File: src/rtl/hqe_pkg.sv
// package for the histogram quantile engine
// shared constants and the controller/datapath command and status types
package hqe_pkg;
   localparam int NUM_BINS_DEF   = 256;
   localparam int COUNT_BITS_DEF = 16;
   localparam int TOTAL_BITS     = 24;
   localparam int SUM_BITS       = 32;
   localparam int VALUE_BITS     = 8;
   localparam int MEAN_BITS      = 16;
   localparam int SHARE_BITS     = 17;
   localparam int DIV_NUM_BITS   = 48;

   typedef struct packed {
      logic clear_wr;    // write zero at clear address
      logic ins_rd;      // read bin of insert value
      logic ins_wr;      // write back incremented bin
      logic scan_start;  // reset scan accumulators
      logic scan_rd;     // read bin at scan address
      logic scan_acc;    // accumulate the read bin
      logic div_start;   // start divider pass
      logic div_sel;     // 0 mean, 1 share
      logic div_step;    // one divider iteration
      logic div_cap;     // capture quotient
   } hqe_cmd_type;

   typedef struct packed {
      logic ins_ok;      // insert may be applied
      logic empty;       // total is zero
   } hqe_sts_type;
endpackage

File: src/rtl/hqe_ram.sv
// generic simple dual port ram, one write and one read port, registered read
// no dependencies
module hqe_ram #(
   parameter int WIDTH = 16,
   parameter int DEPTH = 256
) (
   input  logic                     clock,
   input  logic                     wr_en,
   input  logic [$clog2(DEPTH)-1:0] wr_addr,
   input  logic [WIDTH-1:0]         wr_data,
   input  logic [$clog2(DEPTH)-1:0] rd_addr,
   output logic [WIDTH-1:0]         rd_data
);
   logic [WIDTH-1:0] mem_ff [DEPTH];
   always_ff @(posedge clock) begin
      if (wr_en) begin
         mem_ff[wr_addr] <= wr_data;
      end
      rd_data <= mem_ff[rd_addr];
   end
endmodule

File: src/rtl/hqe_datapath.sv
// datapath: bin memory, totals, quantile scan and serial divider
// uses hqe_pkg and hqe_ram
module hqe_datapath import hqe_pkg::*; #(
   parameter int NUM_BINS   = NUM_BINS_DEF,
   parameter int COUNT_BITS = COUNT_BITS_DEF,
   localparam int AW = $clog2(NUM_BINS)
) (
   input  logic                  clock,
   input  hqe_cmd_type           cmd,
   output hqe_sts_type           sts,
   input  logic [AW-1:0]         addr,
   input  logic [VALUE_BITS-1:0] value,
   output logic [VALUE_BITS-1:0] q1_out,
   output logic [VALUE_BITS-1:0] med_out,
   output logic [VALUE_BITS-1:0] q3_out,
   output logic [MEAN_BITS-1:0]  mean_out,
   output logic [SHARE_BITS-1:0] share_out,
   output logic [TOTAL_BITS-1:0] total_out,
   input  logic                  reset
);
   localparam logic [COUNT_BITS-1:0] CountMax = '1;
   localparam logic [TOTAL_BITS-1:0] TotalMax = '1;

   logic [COUNT_BITS-1:0] rd_data, wr_data;
   logic                  wr_en;
   logic [AW-1:0]         wr_addr, rd_addr;
   logic [TOTAL_BITS-1:0] total_ff, total_in;
   logic [SUM_BITS-1:0]   sum_ff, sum_in;
   logic [AW-1:0]         ins_addr_ff;
   logic                  ins_ok;

   hqe_ram #(.WIDTH(COUNT_BITS), .DEPTH(NUM_BINS)) u_ram (
      .clock(clock), .wr_en(wr_en), .wr_addr(wr_addr), .wr_data(wr_data),
      .rd_addr(rd_addr), .rd_data(rd_data)
   );

   assign rd_addr = cmd.ins_rd ? addr : addr;
   assign ins_ok  = (rd_data != CountMax) && (total_ff != TotalMax);
   assign wr_en   = cmd.clear_wr | (cmd.ins_wr & ins_ok);
   assign wr_addr = cmd.clear_wr ? addr : ins_addr_ff;
   assign wr_data = cmd.clear_wr ? '0 : rd_data + 1'b1;
   assign sts.ins_ok = ins_ok;
   assign sts.empty  = (total_ff == '0);

   // scan state
   logic [TOTAL_BITS-1:0] acc_ff, side_sel, t1, t2, t3;
   logic [TOTAL_BITS:0]   acc_next;
   logic [AW-1:0]         scan_idx_ff;
   logic [VALUE_BITS-1:0] q1_ff, med_ff, q3_ff;
   logic                  f1_ff, f2_ff, f3_ff;
   logic [TOTAL_BITS-1:0] le_ff, ge_ff;  // counts at or below, at or above query

   assign t1 = {2'b00, total_ff[TOTAL_BITS-1:2]};
   assign t2 = {1'b0, total_ff[TOTAL_BITS-1:1]};
   assign t3 = TOTAL_BITS'({2'b00, total_ff[TOTAL_BITS-1:2]} * 3);
   assign acc_next = {1'b0, acc_ff} + (TOTAL_BITS+1)'(rd_data);

   logic nz;
   assign nz = (rd_data != '0);
   logic [VALUE_BITS-1:0] idx8;
   assign idx8 = VALUE_BITS'(scan_idx_ff);

   always_ff @(posedge clock) begin
      if (reset) begin
         total_ff <= '0;
         sum_ff   <= '0;
      end else begin
         total_ff <= total_in;
         sum_ff   <= sum_in;
      end
      if (cmd.ins_rd) ins_addr_ff <= addr;
      if (cmd.scan_rd) scan_idx_ff <= addr;
      if (cmd.scan_start) begin
         acc_ff <= '0; le_ff <= '0; ge_ff <= '0;
         f1_ff <= 1'b0; f2_ff <= 1'b0; f3_ff <= 1'b0;
         q1_ff <= '0; med_ff <= '0; q3_ff <= '0;
      end else if (cmd.scan_acc) begin
         acc_ff <= acc_next[TOTAL_BITS-1:0];
         if (32'(scan_idx_ff) <= 32'(value))
            le_ff <= le_ff + TOTAL_BITS'(rd_data);
         if (32'(scan_idx_ff) >= 32'(value))
            ge_ff <= ge_ff + TOTAL_BITS'(rd_data);
         if (nz && !f1_ff && acc_next >= {1'b0, t1}) begin
            f1_ff <= 1'b1; q1_ff <= idx8;
         end
         if (nz && !f2_ff && acc_next >= {1'b0, t2}) begin
            f2_ff <= 1'b1; med_ff <= idx8;
         end
         if (nz && !f3_ff && acc_next >= {1'b0, t3}) begin
            f3_ff <= 1'b1; q3_ff <= idx8;
         end
      end
   end

   always_comb begin
      total_in = total_ff;
      sum_in   = sum_ff;
      if (cmd.ins_wr && ins_ok) begin
         total_in = total_ff + 1'b1;
         if (sum_ff > SUM_BITS'(32'hFFFF_FFFF) - SUM_BITS'(ins_addr_ff))
            sum_in = '1;
         else
            sum_in = sum_ff + SUM_BITS'(ins_addr_ff);
      end
   end
   assign side_sel = (value <= med_ff) ? le_ff : ge_ff;

   // restoring divider, one quotient bit a cycle while div_step is set, msb first
   logic [DIV_NUM_BITS-1:0] num_ff;
   logic [TOTAL_BITS:0]     rem_ff, rem_sh;
   logic [DIV_NUM_BITS-1:0] quo_ff;
   logic [TOTAL_BITS+1:0]   trial;
   assign rem_sh = {rem_ff[TOTAL_BITS-1:0], num_ff[DIV_NUM_BITS-1]};
   assign trial  = {1'b0, rem_sh} - {2'b00, total_ff};
   always_ff @(posedge clock) begin
      if (cmd.div_start) begin
         rem_ff <= '0;
         quo_ff <= '0;
         num_ff <= cmd.div_sel ? {side_sel, 24'd0} >> 8 : {8'd0, sum_ff, 8'd0};
      end else if (cmd.div_step) begin
         num_ff <= {num_ff[DIV_NUM_BITS-2:0], 1'b0};
         if (!trial[TOTAL_BITS+1]) begin
            rem_ff <= trial[TOTAL_BITS:0];
            quo_ff <= {quo_ff[DIV_NUM_BITS-2:0], 1'b1};
         end else begin
            rem_ff <= rem_sh;
            quo_ff <= {quo_ff[DIV_NUM_BITS-2:0], 1'b0};
         end
      end
      if (cmd.div_cap) begin
         if (cmd.div_sel) share_out <= quo_ff[SHARE_BITS-1:0];
         else mean_out <= quo_ff[MEAN_BITS-1:0];
      end
   end

   assign q1_out    = q1_ff;
   assign med_out   = med_ff;
   assign q3_out    = q3_ff;
   assign total_out = total_ff;
endmodule

File: config.mk
export PLATFORM = sky130hd
export DESIGN_NAME = hqe_datapath
export DESIGN_NICKNAME = d
export VERILOG_FILES = /design/src/rtl/hqe_pkg.sv /design/src/rtl/hqe_ram.sv /design/src/rtl/hqe_datapath.sv
export SDC_FILE = /design/constraint.sdc
export NUM_CORES = 2
export LEC_CHECK = 0
export BUFFER_PORTS_ARGS = -buffer_cell sky130_fd_sc_hd__buf_4
export CAP_MARGIN = 20
export CORE_MARGIN = 2
export CORE_UTILIZATION = 57
export DETAILED_ROUTE_END_ITERATION = 12
export GPL_ROUTABILITY_DRIVEN = 0
export PLACE_DENSITY = 0.81
export RECOVER_POWER = 25
export REMOVE_ABC_BUFFERS = 1
export SYNTH_ARGS = -nofsm -noshare
export SYNTH_HDL_FRONTEND = slang
export SYNTH_HIERARCHICAL = 1
export SYNTH_SLANG_ARGS = --single-unit
File: constraint.sdc
create_clock -name clock -period 10.5 [get_ports clock]
set_clock_uncertainty 0.1 [all_clocks]
set_input_delay 2.1 -clock clock [delete_from_list [all_inputs] [get_ports clock]]
set_output_delay 2.1 -clock clock [all_outputs]
set_load 0.02 [all_outputs]
==> impl_metrics.csv <==
group,metric,value,unit
pwr,powerDensity,202,mW/mm^2
sta,fmax,122,MHz
grt,track_usage,30.3,%
layout,register_area,0.130,sq mm
clock_tree,cts_sinks,4397,
grt,grt_pass1_wl,695000,microns
hold_path,hp-class,"flop to flop",
clock_tree,post_cts_resized,0,
pwr,switching_share,24.7,%
worst_setup_path,cp_max_fo,256,
worst_setup_path,crit_buf_inv,1,
pwr,power_frac_clock,37.6,%
synth,synth_xor_area_share,0.730,%
clock_tree,cts-root-buf,"clkbuf_16",
worst_setup_path,crit_top_cell,"nand4_1",
worst_setup_path,r2r-start,"u_ram/rd_data[5]",
synth,synthAdderAreaFrac,1.49,%
pwr,max-vdd-ir-drop,0.154,mV
sta,fin_hold_ws,0.362,ns
pwr,p_total,0.0399,W
worst_setup_path,path_cells,"and4_1, nand4_1, nor3_1, nand4_1, xor2_1, nor2_4, clkbuf_2",
layout,final_layout_size_suffix_gt1_share,19.8,%
die,core-area,0.309,sq mm
clock_tree,cts_max_level,5,
grt,grt_pass1_vias,99200,
clock_tree,cts.clk_slew.worst_paths,0.07,ns
clock_tree,holdBufCountCts,0,
sta,setup_ws,2.27,ns
status,status,"complete, but fails checks",
synth,synth_edf_count,4185,
pwr,p_sw,0.00988,W
sta,drv_slew,2423,
pwr,comb_power_share,11.7,%
sta,period_share,78.4,%
die,die_y,562,microns
grt,grt_overflow,0,
clock_tree,clk_latency,1.00,ns
clock_tree,post-cts-setup-buffer-count,0,
drt,vias_per_cell,6.93,
synth,avgSynthCellArea,18.8,sq um
hold_path,hold_end,"share_out[16]",
synth,synth_top_family_by_area,"multiplexers",
hold_path,hold_start,"quo_ff[16]",
worst_setup_path,regToRegSetupSlack,2.27,ns
synth,syn_inst,9443,
placed_design,portBuffers,110,
synth,yosys_warnings,6,
synth,synth-compound-area-share,4.86,%
worst_setup_path,required,10.28,ns
worst_setup_path,reg2reg_depth,7,
sta,hold_viol,0,
status,violations,"capacitance limit, slew limit",
synth,ys_seq_area_share,73.1,%
synth,synth_cell_types,102,
layout,final_cells,14300,
worst_setup_path,end_kind,"flop",
sta,tns,0,ns
layout,multi_input_area,0.0445,sq mm
job,cap_violations,33,
worst_setup_path,crit_type,"flop to flop",
worst_setup_path,r2r_end,"u_ram/mem_ff[177][14]",
die,start_util,57.4,%
placed_design,dpl.cell_count,13500,
placed_design,post-place-ws,3.69,ns
grt,grt_max_degree,257,
worst_setup_path,cpMaxStageDelayCell,"clkbuf_2",
die,die-area,0.316,sq mm
drt,ant_nets,0,
synth,synth_top_flop_cell,"edfxtp_1",
layout,final_cell_mix,"edfxtp_1, mux4_2, mux2i_1",
synth,synth_simple_gate_area_share,3.22,%
layout,area_growth,11.1,%
drt,dr.pass1.iters,7,
synth,ys_ff_latch,4397,
pwr,p_seq_share,50.7,%
synth,async_reset_ff_share,0,%
sta,finalCriticalPeriod,8.23,ns
placed_design,dpl.hpwl,270000,microns
layout,fillCellCount,19400,
die,std_cell_rows,204,
sta,rsz0062_at_grt,"false",
worst_setup_path,cpPeakStageDelay,3.96,ns
die,die_x,562,microns
drt,via_count,99400,
worst_setup_path,critPathTopFamily,"buffers and inverters",
pwr,p_int,0.0301,W
clock_tree,cts_max_path_buffers,4,
clock_tree,cts_made_buffers,412,
worst_setup_path,crit_path_start_kind,"flop",
synth,synthesis.area,0.178,sq mm
worst_setup_path,cp.arrival,8.01,ns
drt,drtIter0Drc,17000,
drt,wirelength,485000,microns
drt,wire_per_inst,33.8,microns
layout,num-nets-final,10100,
grt,antenna_found_initial,29,
layout,layout_commonest_cell,"edfxtp_1",
pwr,p_leak,64.8,nW
synth,synthMuxAreaShare,14.6,%
sta,worst_pin_slew,6.12,ns
sta,slew_headroom,-308,%
drt,drc,0,
clock_tree,cts_tree,"built",
sta,setup_viol,0,
die,ios,111,
hold_path,min_path_cells,0,
-- state kept, by name (all words and copies together) (netlist names), 17 cells and up --
signal	flops
u_ram/mem_ff	4096
num_ff	40
sum_ff	32
acc_ff	24
ge_ff	24
le_ff	24
rem_ff	24
total_out	24
quo_ff	17
share_out	17
-- cell families (layout without fill, tap and decap cells) --
| family | count (synthesis) | count (layout) |
|---|---|---|
| AOI/OAI and AO/OA | 1252 | 1252 |
| xor gates and xnor gates | 148 | 148 |
| adders and majority gates | 208 | 208 |
| buffers and inverters | 637 | 1385 |
| DFF | 4397 | 4397 |
| muxes | 1585 | 1585 |
| other | 0 | 19 |
| and+or+nand+nor | 1216 | 1216 |
-- final cells by class --
class                      instances  area share, %
tap                             4120           2.61
sequential                      4397           65.8
inverter                         112          0.218
timing repair buffer             505           1.88
antenna                           19         0.0241
multi-input combinational       4409           22.5
clock buffer                     524           5.60
clock inverter                   244           1.32
-- power groups by stage --
| stage | clock [W] | sequential (W) | combinational (W) |
|---|---|---|---|
| global route | 0.0157 | 0.0203 | 0.00499 |
| floorplan | 0 | 0.0207 | 0.00282 |
| global placement | 0 | 0.0205 | 0.00433 |
| finish | 0.0150 | 0.0203 | 0.00466 |
| detailed placement | 0 | 0.0205 | 0.00456 |
| CTS | 0.0151 | 0.0201 | 0.00463 |
-- synthesized netlist by cell type (16+ instances only) --
cell type | instances | share of area [%]
a211oi_1 | 45 | 0.19
a21o_1 | 40 | 0.17
a21oi_1 | 341 | 0.96
a221oi_1 | 30 | 0.15
a22o_1 | 33 | 0.16
a22oi_1 | 43 | 0.18
a31oi_1 | 21 | 0.074
and3_1 | 35 | 0.12
buf_1 | 33 | 0.070
buf_2 | 84 | 0.24
buf_4 | 28 | 0.12
buf_6 | 80 | 0.51
clkbuf_1 | 283 | 0.60
dfxtp_1 | 212 | 2.4
edfxtp_1 | 4185 | 71
ha_1 | 202 | 1.4
inv_1 | 111 | 0.23
mux2_2 | 118 | 0.75
mux2i_1 | 669 | 3.8
mux4_2 | 797 | 10
nand2_1 | 158 | 0.33
nand2b_1 | 38 | 0.13
nand3_1 | 92 | 0.26
nand4_1 | 63 | 0.22
nor2_1 | 546 | 1.2
nor2b_1 | 45 | 0.16
nor3_1 | 123 | 0.35
nor4_1 | 21 | 0.074
o21a_1 | 24 | 0.10
o21ai_0 | 137 | 0.39
o221ai_1 | 253 | 1.2
o22ai_1 | 150 | 0.53
o31ai_1 | 23 | 0.097
o32ai_1 | 20 | 0.099
or3_1 | 16 | 0.056
xnor2_1 | 81 | 0.40
xor2_1 | 67 | 0.33
-- layer usage --
layer  GRT usage, %  share of wire [%]
met1           38.4                 33
met3           8.93                 14
met4           15.3                6.1
met5              0             0.0043
met2           47.9                 47
-- worst max path at each step --
stage	end	startpoint	depth (start not counted)	slack [ns]
after global placement	u_ram/rd_data[7]	addr[0]	8	3.14
after detailed placement	u_ram/rd_data[7]	addr[0]	8	3.69
after global routing	u_ram/mem_ff[35][14]	u_ram/rd_data[5]	7	2.26
after CTS	u_ram/rd_data[3]	addr[1]	11	4.53
final	u_ram/mem_ff[177][14]	u_ram/rd_data[5]	7	2.27
after floorplan	u_ram/mem_ff[0][10]	cmd[9]	1	-0.12
-- through the flow --
step / cell area (sq um) / util [%]
floorplan: 175000 / -
global placement: 184000 / 59.5
global route: 197000 / 63.8
detailed placement: 184000 / 59.5
finish: 197000 / 63.8
CTS: 198000 / 63.9
Power figures use the tool's default switching activity.
