### config.mk
export PLATFORM = sky130hd
export DESIGN_NAME = hqe_control
export DESIGN_NICKNAME = d
export VERILOG_FILES = /design/src/rtl/hqe_pkg.sv /design/src/rtl/hqe_control.sv
export SDC_FILE = /design/constraint.sdc
export NUM_CORES = 1
export LEC_CHECK = 0
export BUFFER_PORTS_ARGS = -buffer_cell sky130_fd_sc_hd__buf_2
export CORE_MARGIN = 2
export CORE_UTILIZATION = 36
export CTS_CLUSTER_SIZE = 28
export DETAILED_ROUTE_END_ITERATION = 10
export SYNTH_ARGS = -nofsm -noshare
export SYNTH_HDL_FRONTEND = slang
export SYNTH_SLANG_ARGS = --single-unit
### constraint.sdc
create_clock -name clock -period 1.69 [get_ports clock]
set_input_delay 0.0845 -clock clock [delete_from_list [all_inputs] [get_ports clock]]
set_output_delay 0.0845 -clock clock [all_outputs]
set_load 0.005 [all_outputs]
### src/rtl/hqe_pkg.sv
// package for the histogram quantile engine
// shared constants and the controller/datapath command and status types
package hqe_pkg;
   localparam int NUM_BINS_DEF   = 256;
   localparam int COUNT_BITS_DEF = 16;
   localparam int TOTAL_BITS     = 24;
   localparam int SUM_BITS       = 32;
   localparam int VALUE_BITS     = 8;
   localparam int MEAN_BITS      = 16;
   localparam int SHARE_BITS     = 17;
   localparam int DIV_NUM_BITS   = 48;

   typedef struct packed {
      logic clear_wr;    // write zero at clear address
      logic ins_rd;      // read bin of insert value
      logic ins_wr;      // write back incremented bin
      logic scan_start;  // reset scan accumulators
      logic scan_rd;     // read bin at scan address
      logic scan_acc;    // accumulate the read bin
      logic div_start;   // start divider pass
      logic div_sel;     // 0 mean, 1 share
      logic div_step;    // one divider iteration
      logic div_cap;     // capture quotient
   } hqe_cmd_type;

   typedef struct packed {
      logic ins_ok;      // insert may be applied
      logic empty;       // total is zero
   } hqe_sts_type;
endpackage

### src/rtl/hqe_control.sv
// controller state machine: clear sweep, insert, scan, divide, respond
// uses hqe_pkg
module hqe_control import hqe_pkg::*; #(
   parameter int NUM_BINS = NUM_BINS_DEF,
   localparam int AW = $clog2(NUM_BINS)
) (
   input  logic                  clock,
   input  logic                  reset,
   input  logic                  req_valid,
   output logic                  req_ready,
   input  logic                  req_mode,
   input  logic [VALUE_BITS-1:0] req_value,
   output logic                  rsp_valid,
   input  logic                  rsp_ready,
   output logic                  rsp_empty,
   output hqe_cmd_type           cmd,
   input  hqe_sts_type           sts,
   output logic [AW-1:0]         addr,
   output logic [VALUE_BITS-1:0] value_q
);
   localparam logic [3:0] S_CLEAR = 4'd0, S_IDLE = 4'd1, S_INS = 4'd2,
                          S_SCAN = 4'd3, S_LAST = 4'd4, S_DIVA = 4'd5,
                          S_DIVB = 4'd6, S_RESP = 4'd7;
   localparam logic [5:0] DivSteps = 6'(DIV_NUM_BITS);
   localparam logic [AW-1:0] LastBin = AW'(NUM_BINS - 1);

   logic [3:0]            state_ff, state_in;
   logic [AW-1:0]         cnt_ff, cnt_in;
   logic [5:0]            dc_ff, dc_in;
   logic [VALUE_BITS-1:0] val_ff, val_in;
   logic                  empty_ff, empty_in;

   always_ff @(posedge clock) begin
      if (reset) begin
         state_ff <= S_CLEAR; cnt_ff <= '0; dc_ff <= '0; empty_ff <= 1'b0;
      end else begin
         state_ff <= state_in; cnt_ff <= cnt_in; dc_ff <= dc_in;
         empty_ff <= empty_in;
      end
      val_ff <= val_in;
   end

   logic in_range;
   assign in_range = 32'(req_value) < NUM_BINS;

   always_comb begin
      state_in = state_ff; cnt_in = cnt_ff; dc_in = dc_ff; val_in = val_ff;
      empty_in = empty_ff;
      cmd = '0; addr = cnt_ff;
      req_ready = 1'b0; rsp_valid = 1'b0;
      unique case (state_ff)
         S_CLEAR: begin
            cmd.clear_wr = 1'b1;
            cnt_in = cnt_ff + 1'b1;
            if (cnt_ff == LastBin) state_in = S_IDLE;
         end
         S_IDLE: begin
            req_ready = 1'b1;
            addr = AW'(req_value);
            if (req_valid) begin
               val_in = req_value;
               if (!req_mode) begin
                  if (in_range) begin
                     cmd.ins_rd = 1'b1; state_in = S_INS;
                  end
               end else if (sts.empty) begin
                  empty_in = 1'b1; state_in = S_RESP;
               end else begin
                  empty_in = 1'b0; cmd.scan_start = 1'b1;
                  cnt_in = '0; state_in = S_SCAN;
               end
            end
         end
         S_INS: begin
            cmd.ins_wr = 1'b1; state_in = S_IDLE;
         end
         S_SCAN: begin
            // read at cnt, accumulate prior read next cycle
            cmd.scan_rd = 1'b1; addr = cnt_ff;
            cmd.scan_acc = (cnt_ff != '0) | (dc_ff[0]);
            dc_in = 6'd1;
            cnt_in = cnt_ff + 1'b1;
            if (cnt_ff == LastBin) state_in = S_LAST;
         end
         S_LAST: begin
            cmd.scan_acc = 1'b1; cmd.div_start = 1'b1; cmd.div_sel = 1'b0;
            dc_in = '0; state_in = S_DIVA;
         end
         S_DIVA: begin
            cmd.div_step = 1'b1; dc_in = dc_ff + 1'b1;
            if (dc_ff == DivSteps - 1'b1) state_in = S_DIVB;
         end
         S_DIVB: begin
            // capture mean, then start the share pass
            if (dc_ff == DivSteps) begin
               cmd.div_cap = 1'b1; cmd.div_sel = 1'b0;
               dc_in = DivSteps + 1'b1;
            end else if (dc_ff == DivSteps + 1'b1) begin
               cmd.div_start = 1'b1; cmd.div_sel = 1'b1;
               dc_in = '0;
            end else begin
               cmd.div_step = 1'b1; cmd.div_sel = 1'b1; dc_in = dc_ff + 1'b1;
               if (dc_ff == DivSteps - 1'b1) state_in = S_RESP;
            end
         end
         S_RESP: begin
            if (!empty_ff && dc_ff == DivSteps) begin
               cmd.div_cap = 1'b1; cmd.div_sel = 1'b1; dc_in = '0;
            end else begin
               rsp_valid = 1'b1;
               if (rsp_ready) state_in = S_IDLE;
            end
         end
         default: state_in = S_IDLE;
      endcase
   end
   assign rsp_empty = empty_ff;
   assign value_q = val_ff;
endmodule

==> impl_metrics.ini, run 1 <==
[outcome]
status = finished, final reports clean

[power_and_ir_drop]
power.density_nw_per_um2 = 715
vdd_drop_max_v = 0.000405
design_power_total_mw = 1.69
leakage_nw = 1.01

[global_routing]
grt_pass1_wl_mm = 7.03
grtUsageTotal_pct = 17.3
first_global_vias = 1545
grt_max_degree = 16
overflow = 0
antenna_found_initial = 0

[synthesis]
synth_cells = 192
ys_seq_area_share_pct = 36.6
syn-num-nets = 212
synth_flop_cell = dfxtp_1
syn_area_um2 = 1640
synth_seq_cells = 26
synth-edff-count = 8
ys_warn_count = 0
yosysTopAreaCell = dfxtp_1
postSynthAreaPerCell_um2 = 8.54
async_reset_ff_share_pct = 0
synth_cell_types = 49
yosys-top-cells-area = dfxtp_1, edfxtp_1, nand2_1
synthTopCellsByCount = dfxtp_1, nand2_1, inv_1
synth_top_area_share_pct = 22.0

[sta]
hold_viol = 0
min_period_over_period_pct = 98.0
finalSetupViolCount = 0
tightest_slew_ns = 0.429
clock_skew_ns = 0.00389
finalCriticalPeriod_ns = 1.66
maxSlewViolCount = 0
rsz0062_at_grt = true
setup_tns_ns = 0
clock.fmax_mhz = 604
slew_headroom_pct = 71.1

[floorplan]
die_x_um = 71.5
die_h_um = 71.5
core_um2 = 4380
fp.dieArea_um2 = 5110
initial_core_util_pct = 37.4
ios = 44
rows = 24

[clock_network]
cts_tree = yes
cts_made_buffers = 3
clk_latency_ns = 0.27
htree_levels = 1
clockBufferDepth = 2
cts_root_buf = clkbuf_8
clkSinkCount = 26
clk_pin_slew_ns = 0.10

[hold_path]
hold_path_depth = 3
hp-class = in2reg
hold_start = req_mode
min_to = rsp_empty

[placed_design]
dp_hpwl_mm = 3.29
io_buffers = 42
placed_area_um2 = 2050
gp_congestion = 0.878

[finish]
multi_input_area_um2 = 998
regArea_um2 = 618
drive_gt1_share_pct = 39.3
n_fill_cell = 413
fin_area_um2 = 2360
synthToLayoutAreaGrowth_pct = 44.1
final_nets = 291
num_antenna_cells = 0

[critical_path]
arrival_ns = 1.57
cp-end-kind = output port
crit_start = state_ff[1]
required_ns = 1.61
reg2reg_depth = 5
worstSetupPathType = reg2out
crit_fanout = 9
r2r-end = cnt_ff[5]
r2r_start = state_ff[0]
startpoint_type = register
r2r_slack_ns = 0.09

[drt]
dr.pass1.iters = 4
routed_wl_mm = 4.43
antenna_left = 0
vias = 1688
avgRoutedWirePerCell_um = 13.7
drt-initial-drc-count = 89
drc = 0
vias_per_cell = 5.24

[run]
cap_violations = 0
==> report_power, final <==
| part | switching (mW) | internal, mW | total (mW) |
|---|---|---|---|
| Combinational | 0.218 | 0.234 | 0.452 |
| Clock | 0.214 | 0.317 | 0.531 |
| Sequential | 0.0310 | 0.675 | 0.706 |
| Total | 0.463 | 1.23 | 1.69 |
==> per-layer routing <==
metal / global-route usage, % / vias up / share of wire [%]
met5: 0 / - / 0
met4: 4.40 / 0 / 0.61
met3: 2.25 / 2 / 4.8
met2: 28.7 / 41 / 47
met1: 23.7 / 774 / 47
li1: - / 871 / -
==> placed cells by master, fill, tap and decap left out, types with 2 or more instances in the layout <==
cell,synthesis,layout
o311ai_1,0,2
dfxtp_4,0,4
a31oi_1,5,5
buf_4,0,30
inv_1,14,12
nor3_1,5,5
buf_2,1,43
a211o_1,2,2
nand3b_1,2,2
nand3_1,9,9
nor2_1,13,11
clkbuf_8,0,3
or2_2,2,2
a21oi_1,11,10
mux2_2,4,3
inv_2,0,2
nor2b_1,5,5
dlygate4sd3_1,0,8
or3_1,5,5
o211ai_1,4,4
xnor2_1,4,4
dfxtp_1,18,12
nor4_1,2,2
o21ai_0,11,11
edfxtp_1,8,8
a2111o_1,4,4
dfxtp_2,0,2
o32ai_1,2,2
nand2_1,18,18
nand2b_1,3,3
nand4_1,3,3
ha_1,5,4
==> logic make-up after synthesis <==
logic type	after synthesis	share of synthesized area, %
compound gates	52	22.2
mux	5	3.36
fa+ha+maj	5	3.82
simple gates	75	24.8
buf+inv	24	6.49
flops	26	36.6
xor+xnor	5	2.67
==> state kept, by name, indices dropped and copies added, names as in the netlist <==
| name | flops |
|---|---|
| value_q | 8 |
| state_ff | 3 |
| rsp_empty | 1 |
| dc_ff | 6 |
| cnt_ff | 8 |
==> how the worst max path moves through the flow <==
stage	end	cells after the start	slack (ns)
floorplan	cnt_ff[4]	6	0.1
global placement	dc_ff[0]	4	-0.008
detailed placement	state_ff[1]	5	-0.008
CTS	addr[7]	4	-0.0005
global route	addr[4]	4	-0.01
finish	addr[4]	4	0.03
==> worst max-delay path: stages, from the launching register on <==
cell	delay [ns]
dfxtp_4	0.40
nor3b_4	0.27
buf_6	0.17
mux2_2	0.33
buf_2	0.13
==> area by class of cell <==
cell class              count  area share (%)
multi-input cells         142            42.3
well taps                  52            2.75
clock buffers               3            1.75
clock inverters             1            1.27
repair buffers             84            23.6
flip-flops and latches     26            26.2
inverters                  14            2.22
==> stage by stage <==
step	utilization (%)	setup slack [ns]	hold WS, ns	instances
after CTS	50.9	-0.000489	0.000509	311
after detailed placement	46.7	-0.00795	0.278	299
after global placement	46.7	-0.00836	0.274	299
final	53.9	0.0339	0.125	322
after global routing	53.9	-0.0127	0.144	322
after floorplan	-	0.0954	0.183	192
==> timing repair <==
item | in CTS | in global routing
setup endpoints to repair | 14 | 13
cloned | 0 | 1
pin swaps | 2 | 4
hold buffers | 7 | 1
setup buffers | 1 | 9
resized for setup | 10 | 17
endpoints found under the hold margin | 7 | 1
Power figures use the tool's default switching activity.
==> inputs of run 2 (changes only) <==
CORE_UTILIZATION = 35   (was 36)
==> run 2 against run 1 <==
Against the previous run: non-clock buffer count decreased by 1; fmax shrank 1.4%; worst setup slack lost 0.023 ns; final area increased by 1.3%; sequential share of layout area fell by 0.38 points; sequential power hardly changed; clock power grew 1%; core utilization decreased by 0.052 points; combinational power is 3% lower; critical path type unchanged; largest cell class unchanged.
==> impl_metrics.ini, run 2 (same netlist as run 1, synthesis figures left out) <==
[power_and_ir_drop]
design_power_total_mw = 1.68
net-switching-power_mw = 0.467
combPwrFrac_pct = 26.1
power.density_nw_per_um2 = 703
pwr-share-seq_pct = 42.0
p_int_mw = 1.22
power_switching_share_pct = 27.8
clock_power_share_pct = 32.0
leakage_nw = 1.00
vdd_drop_max_v = 0.000315

[drt]
routed_wl_mm = 4.67
avgRoutedWirePerCell_um = 14.5
dr.pass1.iters = 5
drt-initial-drc-count = 114
drc = 0
vias_per_cell = 5.43
vias = 1743
antenna_left = 0

[placed_design]
io_buffers = 42
gp_congestion = 0.831
placed_area_um2 = 2050
dp_cells = 301
dp_hpwl_mm = 3.28

[global_routing]
grt_max_degree = 16
antenna_found_initial = 0
grt_pass1_wl_mm = 7.16
overflow = 0
first_global_vias = 1537
grtUsageTotal_pct = 17.3

[sta]
slew_headroom_pct = 70.9
clock_skew_ns = 0.00475
finalCriticalPeriod_ns = 1.68
hold_viol = 0
finalSetupViolCount = 0
maxSlewViolCount = 0
clock.fmax_mhz = 596
min_period_over_period_pct = 99.4
holdWs_ns = 0.108
setup_tns_ns = 0
tightest_slew_ns = 0.430
rsz0062_at_grt = true

[hold_path]
hp-class = in2reg

[clock_network]
cts_made_buffers = 3
clk_pin_slew_ns = 0.10
cts_root_buf = clkbuf_8
htree_levels = 1
cts_tree = yes
clkSinkCount = 26
clockBufferDepth = 2
clk_latency_ns = 0.28

[floorplan]
rows = 24
fp.dieArea_um2 = 5250
core_um2 = 4440
die_h_um = 72.4
initial_core_util_pct = 36.9
die_x_um = 72.4
ios = 44

[critical_path]
arrival_ns = 1.59
crit_fanout = 7
startpoint_type = register
cp-end-kind = output port
worstSetupPathType = reg2out
required_ns = 1.61

[run]
cap_violations = 0

[outcome]
status = finished, final reports clean

[finish]
layout.cells.non_filler = 321
fin_area_um2 = 2390
synthToLayoutAreaGrowth_pct = 46.0
layout_common_cells = buf_2, buf_4, nand2_1, nor2_1, dfxtp_1
final_common_cell = buf_2
drive_gt1_share_pct = 39.8
final_nets = 290
num_antenna_cells = 0
-- run 2: changes by cell type in the layout (fill, tap and decap cells not counted), sizes merged --
| cell | delta |
|---|---|
| clkbuf | -1 |
-- run 2: final timing paths --
path	startpoint	to	slack, ns	cells after the start
max	state_ff[1]	addr[3]	0.01	5
min	req_mode	rsp_empty	0.11	3
max reg2reg	state_ff[1]	cnt_ff[3]	0.09	5
min reg2reg	cnt_ff[0]	cnt_ff[0]	0.50	2
-- run 2: metrics by stage --
| step | util [%] | worst slack [ns] |
|---|---|---|
| finish | 53.8 | 0.0110 |
| global route | 53.8 | -0.0471 |
| CTS | 52.1 | -0.0398 |
| detailed placement | 46.1 | 0.00354 |
| global placement | 46.1 | 0.00959 |
| floorplan | - | 0.0954 |
-- run 2: timing repair --
item / in CTS / in global routing
pin swaps: 4 / 5
cloned: 0 / 0
resized for setup: 21 / 23
endpoints found under the hold margin: 8 / 0
buffers inserted: 6 / 2
setup endpoints to repair: 17 / 17
hold buffers: 8 / 0
-- run 2: area by class of cell --
| class | instances | area [um^2] |
|---|---|---|
| clock buffer | 3 | 41.3 |
| multi-input combinational | 142 | 996 |
| clock inverter | 1 | 30.0 |
| tap | 52 | 65.1 |
| inverter | 14 | 52.6 |
| timing repair buffer | 83 | 591 |
| fill | 423 | 2050 |
| sequential | 26 | 617 |
-- run 2: power groups by stage --
stage          Clock [mW]  Combinational (mW)  Sequential [mW]
2_1_floorplan           0               0.242            0.712
3_3_place_gp            0               0.361            0.723
3_5_place_dp            0               0.362            0.724
4_1_cts             0.546               0.409            0.709
5_1_grt             0.576               0.481            0.711
6_report            0.538               0.438            0.706
-- run 2: critical path, stage by stage, from the launching register on --
cell and delay [ns]:
dfxtp_4 0.39, buf_6 0.12, nor3b_4 0.21, buf_6 0.17, mux2_4 0.31, buf_6 0.12
-- run 2: per-layer routing --
metal  up-vias  track usage, %  part of all wire, %
met5         -               0                    0
met4         0            6.17                  1.5
met3         6            2.22                  4.5
met2        55            27.9                   47
met1       816            23.8                   47
li1        866               -                    -
